--- src/hdl/mrc_pkg.sv ---
// Shared types and constants for the Modbus RTU response checker.
package mrc_pkg;

    // Register store geometry.
    localparam int MAX_REGISTERS = 32;
    localparam int RA_W          = $clog2(MAX_REGISTERS);

    // CRC-16 constants (reflected polynomial).
    localparam logic [15:0] CRC_INIT = 16'hFFFF;
    localparam logic [15:0] CRC_POLY = 16'hA001;

    // Frame constants.
    localparam logic [7:0] FUNC_READ_INPUT = 8'h04;
    localparam int         EXC_BIT         = 7;

    // Configuration register indexes.
    localparam logic [1:0] CFG_SLAVE_ADDRESS  = 2'd0;
    localparam logic [1:0] CFG_REGISTER_COUNT = 2'd1;
    localparam logic [1:0] CFG_MIN_REGISTERS  = 2'd2;

    // Result word kinds.
    localparam logic KIND_REGISTER = 1'b0;
    localparam logic KIND_STATUS   = 1'b1;

    // Frame status codes.
    typedef enum logic [2:0] {
        ST_OK        = 3'd0,
        ST_CRC       = 3'd1,
        ST_SLAVE     = 3'd2,
        ST_EXCEPTION = 3'd3,
        ST_FUNCTION  = 3'd4,
        ST_FEW_REGS  = 3'd5
    } t_status;

    // Sequencer states.
    typedef enum logic [2:0] {
        S_IDLE,
        S_CRC,
        S_EVAL,
        S_RD_ADDR,
        S_RD_DATA,
        S_FINAL
    } t_state;

    // Control from the sequencer to the CRC unit.
    typedef struct packed {
        logic       clear;
        logic       start;
        logic [7:0] data;
    } t_crc_ctrl;

    // Status from the CRC unit back to the sequencer.
    typedef struct packed {
        logic        busy;
        logic        done;
        logic [15:0] crc;
    } t_crc_stat;

endpackage

--- src/hdl/mrc_crc.sv ---
// Bit-serial CRC-16 unit: one shift and conditional XOR per cycle.
module mrc_crc (
    input  logic                  i_clk,
    input  logic                  i_rst_n,
    input  mrc_pkg::t_crc_ctrl    i_ctrl,
    output mrc_pkg::t_crc_stat    o_stat
);
    import mrc_pkg::*;

    logic [15:0] r_crc;
    logic [15:0] n_crc;
    logic [2:0]  r_bit;
    logic        r_busy;

    // One step of the reflected CRC shift register.
    always_comb begin
        if (r_crc[0]) begin
            n_crc = (r_crc >> 1) ^ CRC_POLY;
        end else begin
            n_crc = r_crc >> 1;
        end
    end

    // The byte is folded in on start, then eight shift steps follow.
    always_ff @(posedge i_clk) begin
        if (!i_rst_n || i_ctrl.clear) begin
            r_crc  <= CRC_INIT;
            r_bit  <= '0;
            r_busy <= 1'b0;
        end else if (i_ctrl.start) begin
            r_crc  <= r_crc ^ {8'h00, i_ctrl.data};
            r_bit  <= '0;
            r_busy <= 1'b1;
        end else if (r_busy) begin
            r_crc <= n_crc;
            r_bit <= r_bit + 3'd1;
            if (r_bit == 3'd7) begin
                r_busy <= 1'b0;
            end
        end
    end

    assign o_stat.busy = r_busy;
    assign o_stat.done = r_busy && (r_bit == 3'd7);
    assign o_stat.crc  = r_crc;

`ifndef SYNTH
    // A started byte always finishes its eight shift steps.
    a_crc_length: assert property (@(posedge i_clk) disable iff (!i_rst_n)
        (i_ctrl.start && !i_ctrl.clear) |=> ##7 o_stat.done)
        else $error("CRC unit did not finish a byte in eight steps");
`endif

endmodule

--- config.mk ---
export PLATFORM = sky130hd
export DESIGN_NAME = mrc_crc
export DESIGN_NICKNAME = d
export VERILOG_FILES = /design/src/hdl/mrc_pkg.sv /design/src/hdl/mrc_crc.sv
export SDC_FILE = /design/constraint.sdc
export NUM_CORES = 1
export LEC_CHECK = 0
export ABC_AREA = 0
export BUFFER_PORTS_ARGS = -buffer_cell sky130_fd_sc_hd__buf_2
export CORE_MARGIN = 5
export CORE_UTILIZATION = 52
export CTS_CLUSTER_SIZE = 24
export DETAILED_ROUTE_END_ITERATION = 6
export PLACE_DENSITY = 0.81
export SKIP_LAST_GASP = 1
export SYNTH_ARGS = -nofsm -noshare
export SYNTH_HDL_FRONTEND = slang
export SYNTH_SLANG_ARGS = --single-unit
export TNS_END_PERCENT = 100
--- constraint.sdc ---
create_clock -name i_clk -period 2.5 [get_ports i_clk]
set_input_delay 0.75 -clock i_clk [delete_from_list [all_inputs] [get_ports i_clk]]
set_output_delay 0.75 -clock i_clk [all_outputs]
set_load 0.01 [all_outputs]
==> impl_metrics.yaml <==
status:
  status: "completed"
yosys:
  ys_seq_elements: 20
  yosysWarnings: 0
  syn_area_per_cell_sq_um: 8.70
  yosysTopAreaCell: "dfxtp_1"
  ys_seq_area_frac: 0.430
  async_reset_ff_frac: 0
  synth_ff_type: "dfxtp_1"
  synth_edf_count: 0
  yosysUniqueCellTypes: 24
  synthesis.nets: 121
  syn-cell-area_sq_um: 931
  syn_inst: 107
  yosysTopAreaCellShare: 0.430
  yosys-top-cells-area: "dfxtp_1 (43%), nand3_1 (7.0%), o21ai_1 (7.0%)"
sta:
  fin_worst_skew_ns: 0.00984
  fin_crit_sh: 0.813
  rsz0062_at_grt: "no"
  tightest_slew_ns: 0.382
  setup_slack_ns: 0.468
  finalHoldViolCount: 0
  post-route-min-period_ns: 2.03
  slew_headroom: 0.745
  max_freq_ghz: 0.492
  slew_violations: 0
  setup_tns_ns: 0
  hold_slack_ns: 0.492
  finalSetupViolCount: 0
setup_path:
  r2r-end: "r_crc[1]"
  startpoint_type: "register"
  crit_arrival_ns: 1.28
  reg2reg_slack_ns: 1.26
  worstReg2RegStart: "r_busy"
  crit_fanout: 2
  r2r.worst_path.cells: 3
  crit_required_ns: 1.75
  path_class: "register to output port"
  cp-end-kind: "output port"
clock_network:
  path_clk_slew_ns: 0.10
  cts_buffer_depth: 2
  clkLatencyLatePin_ns: 0.29
  cts_resized: 0
  postCtsSetupBuffers: 0
  cts.sinks: 20
  numCtsBuffers: 3
  cts_tree: "yes"
  cts_root_buf: "clkbuf_4"
  h-tree-depth: 1
  ctsHoldBuffers: 0
grt:
  grt.total_usage: 0.148
  overflow: 0
  grt_pass1_vias: 660
  grt_pass1_wl_microns: 3090
  antenna_found_initial: 0
  grt_max_degree: 23
power:
  p_leak_uw: 0.000463
  ir_drop_mv: 0.417
  powerDensity_nw_per_um2: 510
worst_hold_path:
  hold_path_depth: 2
  hold-path-endpoint: "r_crc[10]"
  worst_hold_startpoint: "r_crc[10]"
  hp-class: "register to register"
cells_and_area:
  nFillCells: 157
  n_antenna_cell: 0
  finalInstanceArea_sq_um: 1080
  drive_gt1_frac: 0.323
  syn2layout_area_growth_pct: 16.3
  final_nets: 149
  mostFrequentLayoutCells: "buf_2 (29), dfxtp_1 (20), nand2_1 (14)"
  final_common_cell: "buf_2"
  final_util: 0.634
detailed_routing:
  highest_layer: "met4"
  drcViolationCount: 0
  wl_met2_microns: 943
  totalWireLength_microns: 1930
  drtPass1Iterations: 4
  wl_per_cell_microns: 12.2
  met1_length_microns: 855
  num_vias: 837
  wl_met3_microns: 123
  postRouteAntennaNets: 0
  vias_per_cell: 5.30
  drtIter0Drc: 13
placed_design:
  dp_slack_ns: 0.738
  dpl.hpwl_microns: 1440
  routabilityCongestion: 0.736
  port_buffers: 29
  place_area_sq_um: 1060
die:
  ioPinCount: 30
  fp.dieH_microns: 52.3
  core_sq_um: 1710
  die_x_microns: 52.3
  dieArea_sq_um: 2740
  rows: 15
  start_util: 0.545
flow_run:
  maxCapViolCount: 0
==> synth_stat cells (all sizes together) (2+ instances only) <==
master  count
o21ai      14
inv         2
a21oi       8
ha          2
nor2        3
nand3      13
o211ai      2
buf         7
dfxtp      20
mux2i       3
xnor2       2
nand2      14
nand2b      9
nor3        3
==> layer usage <==
layer / vias to the layer above / global-route usage
met3: 2 / 0.0541
met2: 28 / 0.240
met1: 389 / 0.194
li1: 418 / -
met5: - / 0
met4: 0 / 0.0128
==> worst max path at each step <==
stage / end / slack [ns] / start
detailed placement: r_crc[1] / 0.74 / i_ctrl[8]
CTS: o_stat[16] / 0.45 / r_bit[0]
global route: o_stat[16] / 0.40 / r_bit[0]
finish: o_stat[16] / 0.47 / r_bit[0]
floorplan: o_stat[16] / 0.91 / r_bit[0]
global placement: r_crc[1] / 0.76 / i_ctrl[8]
==> final cells by class <==
type / count / area [sq um] / share of cell area
inverter: 2 / 7.51 / 0.00694
timing repair buffer: 30 / 153 / 0.141
tap: 25 / 31.3 / 0.0289
sequential: 20 / 400 / 0.370
multi-input combinational: 78 / 468 / 0.432
clock buffer: 3 / 22.5 / 0.0208
==> sequential cells by signal (all words and copies together), names as in the netlist <==
signal	flops
r_bit	3
r_busy	1
r_crc	16
==> where the power goes <==
part | internal, uW | switching, uW | leakage (uW)
sequential | 326 | 9.63 | 0.000163
clock | 56.0 | 91.0 | 0.0000138
combinational | 30.6 | 38.0 | 0.000286
==> worst max-delay path, stage by stage, from the launching register on <==
cell and delay, ns:
dfxtp_1 0.34, ha_1 0.20, ha_1 0.18, and2_1 0.15, buf_2 0.13
==> cell families (layout without fill, tap and decap cells) <==
logic type	Yosys count	in the layout	share of synthesized area
buf+inv	9	35	0.0672
mux	3	3	0.0323
simple gates	46	46	0.249
flops	20	20	0.430
xor+xnor	2	2	0.0188
compound gates	25	25	0.176
fa+ha+maj	2	2	0.0269
==> metrics by stage <==
| stage | instances | power [uW] |
|---|---|---|
| 6_report | 158 | 552 |
| 5_1_grt | 158 | 579 |
| 4_1_cts | 158 | 556 |
| 3_5_place_dp | 155 | 412 |
| 3_3_place_gp | 155 | 410 |
| 2_1_floorplan | 107 | 393 |
(Power assumes the default switching activity.)
